$ cat config.mk
export PLATFORM = sky130hd
export DESIGN_NAME = round_robin_sleep_scheduler
export DESIGN_NICKNAME = d
export VERILOG_FILES = /design/src/design/rrss_pkg.sv /design/src/design/rrss_time_unit.sv /design/src/design/round_robin_sleep_scheduler.sv
export SDC_FILE = /design/constraint.sdc
export NUM_CORES = 1
export LEC_CHECK = 0
export CORE_UTILIZATION = 38
export DETAILED_ROUTE_END_ITERATION = 8
export DONT_BUFFER_PORTS = 1
export GPL_ROUTABILITY_DRIVEN = 0
export PLACE_DENSITY_LB_ADDON = 0.3
export RECOVER_POWER = 25
export SLEW_MARGIN = 10
export SYNTH_ARGS = -nofsm -noshare
export SYNTH_HDL_FRONTEND = slang
export SYNTH_SLANG_ARGS = --single-unit
$ cat constraint.sdc
create_clock -name clk -period 4.4 [get_ports clk]
set_clock_uncertainty 0.2 [all_clocks]
set_input_delay 0.22 -clock clk [delete_from_list [all_inputs] [get_ports clk]]
set_output_delay 0.22 -clock clk [all_outputs]
set_load 0.01 [all_outputs]
$ cat src/design/rrss_pkg.sv
// Shared types and constants for the round robin sleep scheduler.
`default_nettype none

package rrss_pkg;

    // Operation codes carried by an input item
    typedef enum logic [1:0] {
        OP_TICK  = 2'd0,
        OP_ADD   = 2'd1,
        OP_SLEEP = 2'd2,
        OP_SCHED = 2'd3
    } op_t;

    // Per-slot task status codes
    typedef enum logic [1:0] {
        ST_RUNNABLE = 2'd0,
        ST_SLEEP    = 2'd1,
        ST_EXITED   = 2'd2,
        ST_RUNNING  = 2'd3
    } status_t;

    // Milliseconds per second, and the width of seconds times that factor
    localparam logic [9:0] MS_PER_S = 10'd1000;
    localparam int         SECS_W   = 16;
    localparam int         PROD_W   = 26;

    // Input item
    typedef struct packed {
        op_t               operation;
        logic [3:0]        slot;
        logic [SECS_W-1:0] sleep_seconds;
    } req_t;

    // Result item
    typedef struct packed {
        logic       found;
        logic [3:0] next_slot;
    } rsp_t;

endpackage

`default_nettype wire

$ cat src/design/rrss_time_unit.sv
// Time arithmetic unit: sleep product register, wake time adder and due compare.
`default_nettype none

module rrss_time_unit
    import rrss_pkg::*;
#(
    parameter int TIME_BITS = 32
)
(
    input  wire logic                 clk,
    input  wire logic                 mul_load,
    input  wire logic [SECS_W-1:0]    seconds,
    input  wire logic [TIME_BITS-1:0] now_ms,
    input  wire logic [TIME_BITS-1:0] cmp_time,
    output logic      [TIME_BITS-1:0] wake_sum,
    output logic                      due
);

    localparam int SUM_W = (TIME_BITS > PROD_W) ? TIME_BITS : PROD_W;

    logic [PROD_W-1:0] prod_reg;
    logic [SUM_W-1:0]  sum;

    // Hold seconds times 1000 for the following write cycle
    always_ff @(posedge clk)
    begin
        if (mul_load)
        begin
            prod_reg <= PROD_W'(seconds) * PROD_W'(MS_PER_S);
        end
    end

    // Wake time wraps at the clock width
    assign sum      = SUM_W'(now_ms) + SUM_W'(prod_reg);
    assign wake_sum = sum[TIME_BITS-1:0];

    // A sleeper is due when its wake time lies strictly before now
    assign due = (now_ms > cmp_time);

endmodule

`default_nettype wire

$ cat src/design/round_robin_sleep_scheduler.sv
// Round robin task scheduler with millisecond sleeps: sequencer and slot table.
//
//   channel | direction | handshake          | payload
//   req     | in        | req_valid/req_stall | req_t (operation, slot, sleep_seconds)
//   rsp     | out       | rsp_valid/rsp_stall | rsp_t (found, next_slot)
//
// Tick and add go to S_DONE, which loads the result once the output is free.
// Schedule runs a wake pass, then a search; sleep runs S_WRITE first. The wake pass
// reads the wake time memory one slot a cycle, then the search checks one slot a cycle.
// rst_n clears the slot table to slot 0 present, all runnable; wake times stay
// unwritten. A new item is taken while a previous result still waits on rsp_stall.
`default_nettype none

module round_robin_sleep_scheduler
    import rrss_pkg::*;
#(
    parameter int TASK_SLOTS = 16,
    parameter int TIME_BITS  = 32
)
(
    input  wire logic clk,
    input  wire logic rst_n,
    input  wire logic req_valid,
    output logic      req_stall,
    input  wire req_t req,
    output logic      rsp_valid,
    input  wire logic rsp_stall,
    output rsp_t      rsp
);

    localparam int                SLOT_W     = $clog2(TASK_SLOTS);
    localparam int                IDX_W      = $clog2(TASK_SLOTS + 1);
    localparam logic [SLOT_W-1:0] LAST_SLOT  = SLOT_W'(TASK_SLOTS - 1);
    localparam logic [IDX_W-1:0]  SLOT_COUNT = IDX_W'(TASK_SLOTS);

    typedef enum logic [4:0] {
        S_IDLE   = 5'b00001,
        S_WRITE  = 5'b00010,
        S_WAKE   = 5'b00100,
        S_SEARCH = 5'b01000,
        S_DONE   = 5'b10000
    } state_t;

    state_t                 state_reg, state_next;
    logic [SLOT_W-1:0]      cur_slot_reg, cur_slot_next;
    logic [TIME_BITS-1:0]   now_reg, now_next;
    logic [TASK_SLOTS-1:0]  present_reg, present_next;
    status_t                status_reg [TASK_SLOTS];
    status_t                status_next [TASK_SLOTS];
    logic                   found_reg, found_next;
    logic                   chk_vld_reg, chk_vld_next;
    logic [IDX_W-1:0]       wake_idx_reg, wake_idx_next;
    logic [SLOT_W-1:0]      chk_idx_reg, chk_idx_next;
    logic [SLOT_W-1:0]      srch_idx_reg, srch_idx_next;
    logic [SLOT_W-1:0]      srch_cnt_reg, srch_cnt_next;
    logic                   rsp_valid_reg, rsp_valid_next;
    rsp_t                   rsp_reg, rsp_next;

    logic [TIME_BITS-1:0]   wake_mem [TASK_SLOTS];
    logic [TIME_BITS-1:0]   wake_rd_reg;

    logic                   req_acc;
    logic                   rsp_free;
    logic                   mul_load;
    logic                   wake_wr;
    logic                   wake_rd;
    logic [TIME_BITS-1:0]   wake_sum;
    logic                   due;
    logic                   slot_ok;
    logic [SLOT_W+3:0]      slot_ext;
    logic [SLOT_W-1:0]      add_idx;
    logic [SLOT_W+3:0]      cur_ext;
    logic [SLOT_W-1:0]      sel_idx;
    logic                   sel_present;
    status_t                sel_status;

    function automatic logic [SLOT_W-1:0] slot_inc(input logic [SLOT_W-1:0] s);
        if (s == LAST_SLOT)
        begin
            return '0;
        end
        return s + SLOT_W'(1);
    endfunction

    // Handshakes
    assign req_stall = (state_reg != S_IDLE);
    assign req_acc   = req_valid && !req_stall;
    assign rsp_free  = !rsp_valid_reg || !rsp_stall;
    assign rsp_valid = rsp_valid_reg;
    assign rsp       = rsp_reg;

    // Decode the add slot and the reported slot
    assign slot_ok  = (int'(req.slot) < TASK_SLOTS);
    assign slot_ext = {SLOT_W'(0), req.slot};
    assign add_idx  = slot_ext[SLOT_W-1:0];
    assign cur_ext  = {4'b0000, cur_slot_reg};

    // One table read port, shared by the wake pass and the search
    assign sel_idx     = (state_reg == S_SEARCH) ? srch_idx_reg : chk_idx_reg;
    assign sel_present = present_reg[sel_idx];
    assign sel_status  = status_reg[sel_idx];

    rrss_time_unit #(
        .TIME_BITS (TIME_BITS)
    ) u_time (
        .clk      (clk),
        .mul_load (mul_load),
        .seconds  (req.sleep_seconds),
        .now_ms   (now_reg),
        .cmp_time (wake_rd_reg),
        .wake_sum (wake_sum),
        .due      (due)
    );

    // Wake time memory: one write at the current slot, one registered read
    always_ff @(posedge clk)
    begin
        if (wake_wr)
        begin
            wake_mem[cur_slot_reg] <= wake_sum;
        end
        if (wake_rd)
        begin
            wake_rd_reg <= wake_mem[wake_idx_reg[SLOT_W-1:0]];
        end
    end

    // Sequencer
    always_comb
    begin
        state_next     = state_reg;
        cur_slot_next  = cur_slot_reg;
        now_next       = now_reg;
        present_next   = present_reg;
        status_next    = status_reg;
        found_next     = found_reg;
        chk_vld_next   = chk_vld_reg;
        wake_idx_next  = wake_idx_reg;
        chk_idx_next   = chk_idx_reg;
        srch_idx_next  = srch_idx_reg;
        srch_cnt_next  = srch_cnt_reg;
        mul_load       = 1'b0;
        wake_wr        = 1'b0;
        wake_rd        = 1'b0;

        unique case (state_reg)
            S_IDLE:
            begin
                if (req_acc)
                begin
                    found_next = 1'b0;
                    unique case (req.operation)
                        OP_TICK:
                        begin
                            now_next   = now_reg + TIME_BITS'(1);
                            state_next = S_DONE;
                        end
                        OP_ADD:
                        begin
                            if (slot_ok)
                            begin
                                present_next[add_idx] = 1'b1;
                                status_next[add_idx]  = ST_RUNNABLE;
                            end
                            state_next = S_DONE;
                        end
                        OP_SLEEP:
                        begin
                            mul_load   = 1'b1;
                            state_next = S_WRITE;
                        end
                        OP_SCHED:
                        begin
                            wake_idx_next = '0;
                            chk_vld_next  = 1'b0;
                            state_next    = S_WAKE;
                        end
                        default:
                        begin
                            state_next = S_DONE;
                        end
                    endcase
                end
            end
            S_WRITE:
            begin
                // Store the wake time and put the current task to sleep
                wake_wr                     = 1'b1;
                status_next[cur_slot_reg]   = ST_SLEEP;
                wake_idx_next               = '0;
                chk_vld_next                = 1'b0;
                state_next                  = S_WAKE;
            end
            S_WAKE:
            begin
                // Wake the slot whose wake time was read last cycle
                if (chk_vld_reg && sel_present && (sel_status == ST_SLEEP) && due)
                begin
                    status_next[chk_idx_reg] = ST_RUNNABLE;
                end
                if (wake_idx_reg == SLOT_COUNT)
                begin
                    chk_vld_next  = 1'b0;
                    srch_idx_next = slot_inc(cur_slot_reg);
                    srch_cnt_next = SLOT_W'(1);
                    state_next    = S_SEARCH;
                end
                else
                begin
                    wake_rd       = 1'b1;
                    chk_vld_next  = 1'b1;
                    chk_idx_next  = wake_idx_reg[SLOT_W-1:0];
                    wake_idx_next = wake_idx_reg + IDX_W'(1);
                end
            end
            S_SEARCH:
            begin
                // Take the first present, runnable slot after the current one
                if (sel_present && (sel_status == ST_RUNNABLE))
                begin
                    cur_slot_next = srch_idx_reg;
                    if (srch_idx_reg != '0)
                    begin
                        status_next[srch_idx_reg] = ST_RUNNING;
                    end
                    found_next = 1'b1;
                    state_next = S_DONE;
                end
                else if (srch_cnt_reg == LAST_SLOT)
                begin
                    state_next = S_DONE;
                end
                else
                begin
                    srch_idx_next = slot_inc(srch_idx_reg);
                    srch_cnt_next = srch_cnt_reg + SLOT_W'(1);
                end
            end
            S_DONE:
            begin
                if (rsp_free)
                begin
                    state_next = S_IDLE;
                end
            end
            default:
            begin
                state_next = S_IDLE;
            end
        endcase
    end

    // Output register: load when free, drop when taken
    always_comb
    begin
        rsp_valid_next = rsp_valid_reg;
        rsp_next       = rsp_reg;
        if ((state_reg == S_DONE) && rsp_free)
        begin
            rsp_valid_next     = 1'b1;
            rsp_next.found     = found_reg;
            rsp_next.next_slot = cur_ext[3:0];
        end
        else if (!rsp_stall)
        begin
            rsp_valid_next = 1'b0;
        end
    end

    // Control state
    always_ff @(posedge clk or negedge rst_n)
    begin
        if (!rst_n)
        begin
            state_reg     <= S_IDLE;
            cur_slot_reg  <= '0;
            now_reg       <= '0;
            present_reg   <= TASK_SLOTS'(1);
            for (int i = 0; i < TASK_SLOTS; i++)
            begin
                status_reg[i] <= ST_RUNNABLE;
            end
            found_reg     <= 1'b0;
            chk_vld_reg   <= 1'b0;
            rsp_valid_reg <= 1'b0;
        end
        else
        begin
            state_reg     <= state_next;
            cur_slot_reg  <= cur_slot_next;
            now_reg       <= now_next;
            present_reg   <= present_next;
            status_reg    <= status_next;
            found_reg     <= found_next;
            chk_vld_reg   <= chk_vld_next;
            rsp_valid_reg <= rsp_valid_next;
        end
    end

    // Scan indexes and result payload
    always_ff @(posedge clk)
    begin
        wake_idx_reg <= wake_idx_next;
        chk_idx_reg  <= chk_idx_next;
        srch_idx_reg <= srch_idx_next;
        srch_cnt_reg <= srch_cnt_next;
        rsp_reg      <= rsp_next;
    end

endmodule

`default_nettype wire

==> results_dict.tcl <==
set metrics [dict create \
    fin_setup_tns_ns 0 \
    number_of_diodes 0 \
    port-buffer-count 0 \
    power.leakage_nw 13.2 \
    via_per_inst 5.50 \
    cts-root-buf "sky130_fd_sc_hd__clkbuf_16" \
    cts_max_level 3 \
    critPathKind "flop to flop" \
    synth-edff-count 589 \
    antenna_violating_nets_post_route 0 \
    initialDrtViolationCount 1468 \
    crit_path_max_fanout 16 \
    synth-compound-area-share 0.0589 \
    cts.sinks 681 \
    max_slew_margin -1.12 \
    share_comb_of_total_power 0.243 \
    run_status "complete, but fails checks" \
    synth.ff_latch_count 681 \
    mostFrequentLayoutCell "sky130_fd_sc_hd__edfxtp_1" \
    seqPwrFrac 0.435 \
    period_needed_ns 4.19 \
    worstSetupStartpointType "flop" \
    grt_util_all_layers 0.180 \
    finalSetupViolCount 0 \
    grt_max_degree 132 \
    critical_path.endpoint_type "flop" \
    floorplan.die.height_microns 290 \
    detailedPlacementHpwl_microns 44700 \
    internal_power_mw 13.2 \
    pwr_density_cell_mw_per_mm2 502 \
    number_of_global_route_vias_before_repair 17800 \
    netlist_instances 1913 \
    dr_vias 17500 \
    asyncSetResetFlopFracSynth 0.135 \
    largest_reg_flops 512 \
    drive_gt1_frac 0.205 \
    netlist_area_sq_mm 0.0314 \
    final_hold_viol_count 0 \
    synth_xor_area_frac 0.0217 \
    i_o_pin_count 33 \
    antenna_found_initial 0 \
    synth-simple-area-share 0.0518 \
    power.share.clock 0.322 \
    yosys_most_used_dff "sky130_fd_sc_hd__edfxtp_1" \
    holdCritPathClass "input pin to flop" \
    yosys.area_share.adder 0.0828 \
    worst-slew-pin-transition_ns 3.19 \
    fmaxAchievable_ghz 0.238 \
    timing.critical_path.arrival_ns 4.32 \
    grt_first_pass_wirelength_microns 112000 \
    clockBufferDepth 3 \
    synth_seq_area_share 0.636 \
    finalNonFillerCells 3191 \
    timing.critical_path.required_ns 4.53 \
    wire_per_inst_microns 23.3 \
    area_growth_syn_to_layout_pct 15.0 \
    yosys_warnings 0 \
    switching_power_mw 4.93 \
    power.share.switching 0.272 \
    max_cap_viols 5 \
    post_synth_num_cell_types 69 \
    clock_tree_from_tritoncts "yes" \
    die_footprint_sq_mm 0.0839 \
    gr-total-overflow 0 \
    floorplan.die.width_microns 290 \
    placed_cells 3040 \
    cts.clk_slew.worst_paths_ns 0.06 \
    synth_top_cell_area_share 0.563 \
    layout.nets 2268 \
    cts_made_buffers 70 \
    muxShareOfSynthArea 0.119 \
    period_share 0.953 \
    remaining_drc_errors 0 \
    netlist.top_cell.by_area "sky130_fd_sc_hd__edfxtp_1" \
    multi_input_area_sq_mm 0.0107 \
    failed_checks "capacitance limit, slew limit" \
    syn_avg_cell_area_sq_um 16.4 \
    regMostFlops "wake_mem" \
    wl_microns 74300 \
    vdd.ir_drop.worst_v 0.000267 \
    synth_top_family_by_area "multiplexers" \
    timing.final.max_slew_violations 337 \
    mappedNetlistNets 2114 \
    post-route-util 0.441 \
    clk-insertion-delay-late_ns 0.61 \
    nFillCells 7159 \
    fp.coreArea_sq_mm 0.0820 \
    firstDrtPassIters 5 \
    fp-row-count 105 \
    cell_types_occupying_the_most_area_after_synthesis "sky130_fd_sc_hd__edfxtp_1, sky130_fd_sc_hd__mux4_2, sky130_fd_sc_hd__dfrtp_1" \
    effective_utilization_at_floorplan 0.383 \
    layout_common_cells "sky130_fd_sc_hd__edfxtp_1, sky130_fd_sc_hd__mux4_2, sky130_fd_sc_hd__inv_1" \
    reg2reg_slack_ns 0.21 \
    reg_area_sq_mm 0.0200 \
]
[worst max-delay path, stage by stage, from the launching register on]
cell	delay, ns
sky130_fd_sc_hd__dfrtp_1	0.40
sky130_fd_sc_hd__ha_1	0.21
sky130_fd_sc_hd__inv_1	0.06
sky130_fd_sc_hd__fa_1	0.38
sky130_fd_sc_hd__nor2b_1	0.18
sky130_fd_sc_hd__o31ai_1	0.14
sky130_fd_sc_hd__a21oi_1	0.16
sky130_fd_sc_hd__buf_4	0.15
sky130_fd_sc_hd__a211oi_1	0.07
sky130_fd_sc_hd__buf_4	0.15
sky130_fd_sc_hd__o31ai_1	0.30
sky130_fd_sc_hd__buf_4	0.17
sky130_fd_sc_hd__o311a_1	0.20
sky130_fd_sc_hd__o21a_1	0.24
sky130_fd_sc_hd__o21a_1	0.21
sky130_fd_sc_hd__nand3_1	0.22
sky130_fd_sc_hd__xnor2_4	0.48
[path summary, 6_finish.rpt]
| check | start | endpoint | depth (start not counted) |
|---|---|---|---|
| hold reg to reg | present_reg[4] | present_reg[4] | 2 |
| setup / recovery | now_reg[3] | wake_mem[1][29] | 16 |
| hold / removal | req[1] | u_time.prod_reg[4] | 1 |
| setup reg to reg | now_reg[3] | wake_mem[1][29] | 16 |
| min in group asynchronous | rst_n | present_reg[5] | 2 |
| max in group asynchronous | rst_n | now_reg[12] | 2 |
[cell families (layout without fill, tap and decap cells)]
| group | after synthesis | in the layout |
|---|---|---|
| XOR/XNOR | 78 | 78 |
| buffers and inverters | 235 | 443 |
| multiplexers | 171 | 171 |
| AND/OR/NAND/NOR | 315 | 315 |
| adder cells (fa/ha/maj) | 175 | 175 |
| flip-flops | 681 | 681 |
| AO/OA/AOI/OAI | 258 | 258 |
[routing by layer]
layer | GRT usage | vias up | routed length (microns)
li1 | - | 7735 | -
met1 | 0.249 | 9154 | 32200
met2 | 0.293 | 538 | 36100
met3 | 0.0301 | 110 | 4130
met4 | 0.0514 | 0 | 1810
met5 | 0 | - | 0
[metrics by stage]
step	hold slack (ns)	area, sq um	total power, mW	setup slack [ns]
2_1_floorplan	-0.276	31500	11.0	-0.232
3_3_place_gp	-0.254	33600	12.3	-0.355
3_5_place_dp	-0.263	33600	12.4	-0.428
4_1_cts	0.0256	36100	18.3	0.0848
5_1_grt	0.0451	36100	19.0	-0.00779
6_report	0.0707	36100	18.1	0.207
[cell usage after synthesis (all sizes together), types with 6 or more instances]
cell,instances
nand4,23
buf,29
a32oi,14
inv,164
o41ai,10
nor2b,17
o21a,12
nand3,49
ha,120
and3,25
o22ai,17
clkbuf,42
a221o,15
mux4,162
xor2,22
nor2,53
a21oi,46
a31oi,9
xnor2,56
nor3b,6
or3,7
nor3,24
and2,24
mux2i,6
a21o,42
nand2b,14
fa,55
dfrtp,90
o21ai,34
nand2,59
a211oi,21
o31ai,11
edfxtp,589
[layout make-up]
type | instances | share of cell area
flip-flops and latches | 681 | 0.553
clock inverters | 31 | 0.00751
repair buffers | 153 | 0.0342
clock buffers | 95 | 0.0543
well taps | 1070 | 0.0370
inverters | 164 | 0.0172
multi-input cells | 997 | 0.297
[power groups by stage]
stage	registers, mW	logic [mW]	clock network (mW)
2_1_floorplan	7.95	3.09	0
3_5_place_dp	8.01	4.37	0
6_report	7.89	4.42	5.83
4_1_cts	7.88	4.46	5.93
5_1_grt	7.91	4.92	6.17
3_3_place_gp	8.01	4.30	0
[what timing repair did]
item	4_1_cts	5_1_grt
endpoints found under the hold margin	186	0
setup endpoints to repair	80	97
hold buffers	23	0
setup buffers	0	2
pin swaps	0	2
resized for setup	5	6
Note: power is estimated with default switching activity, not from simulation.
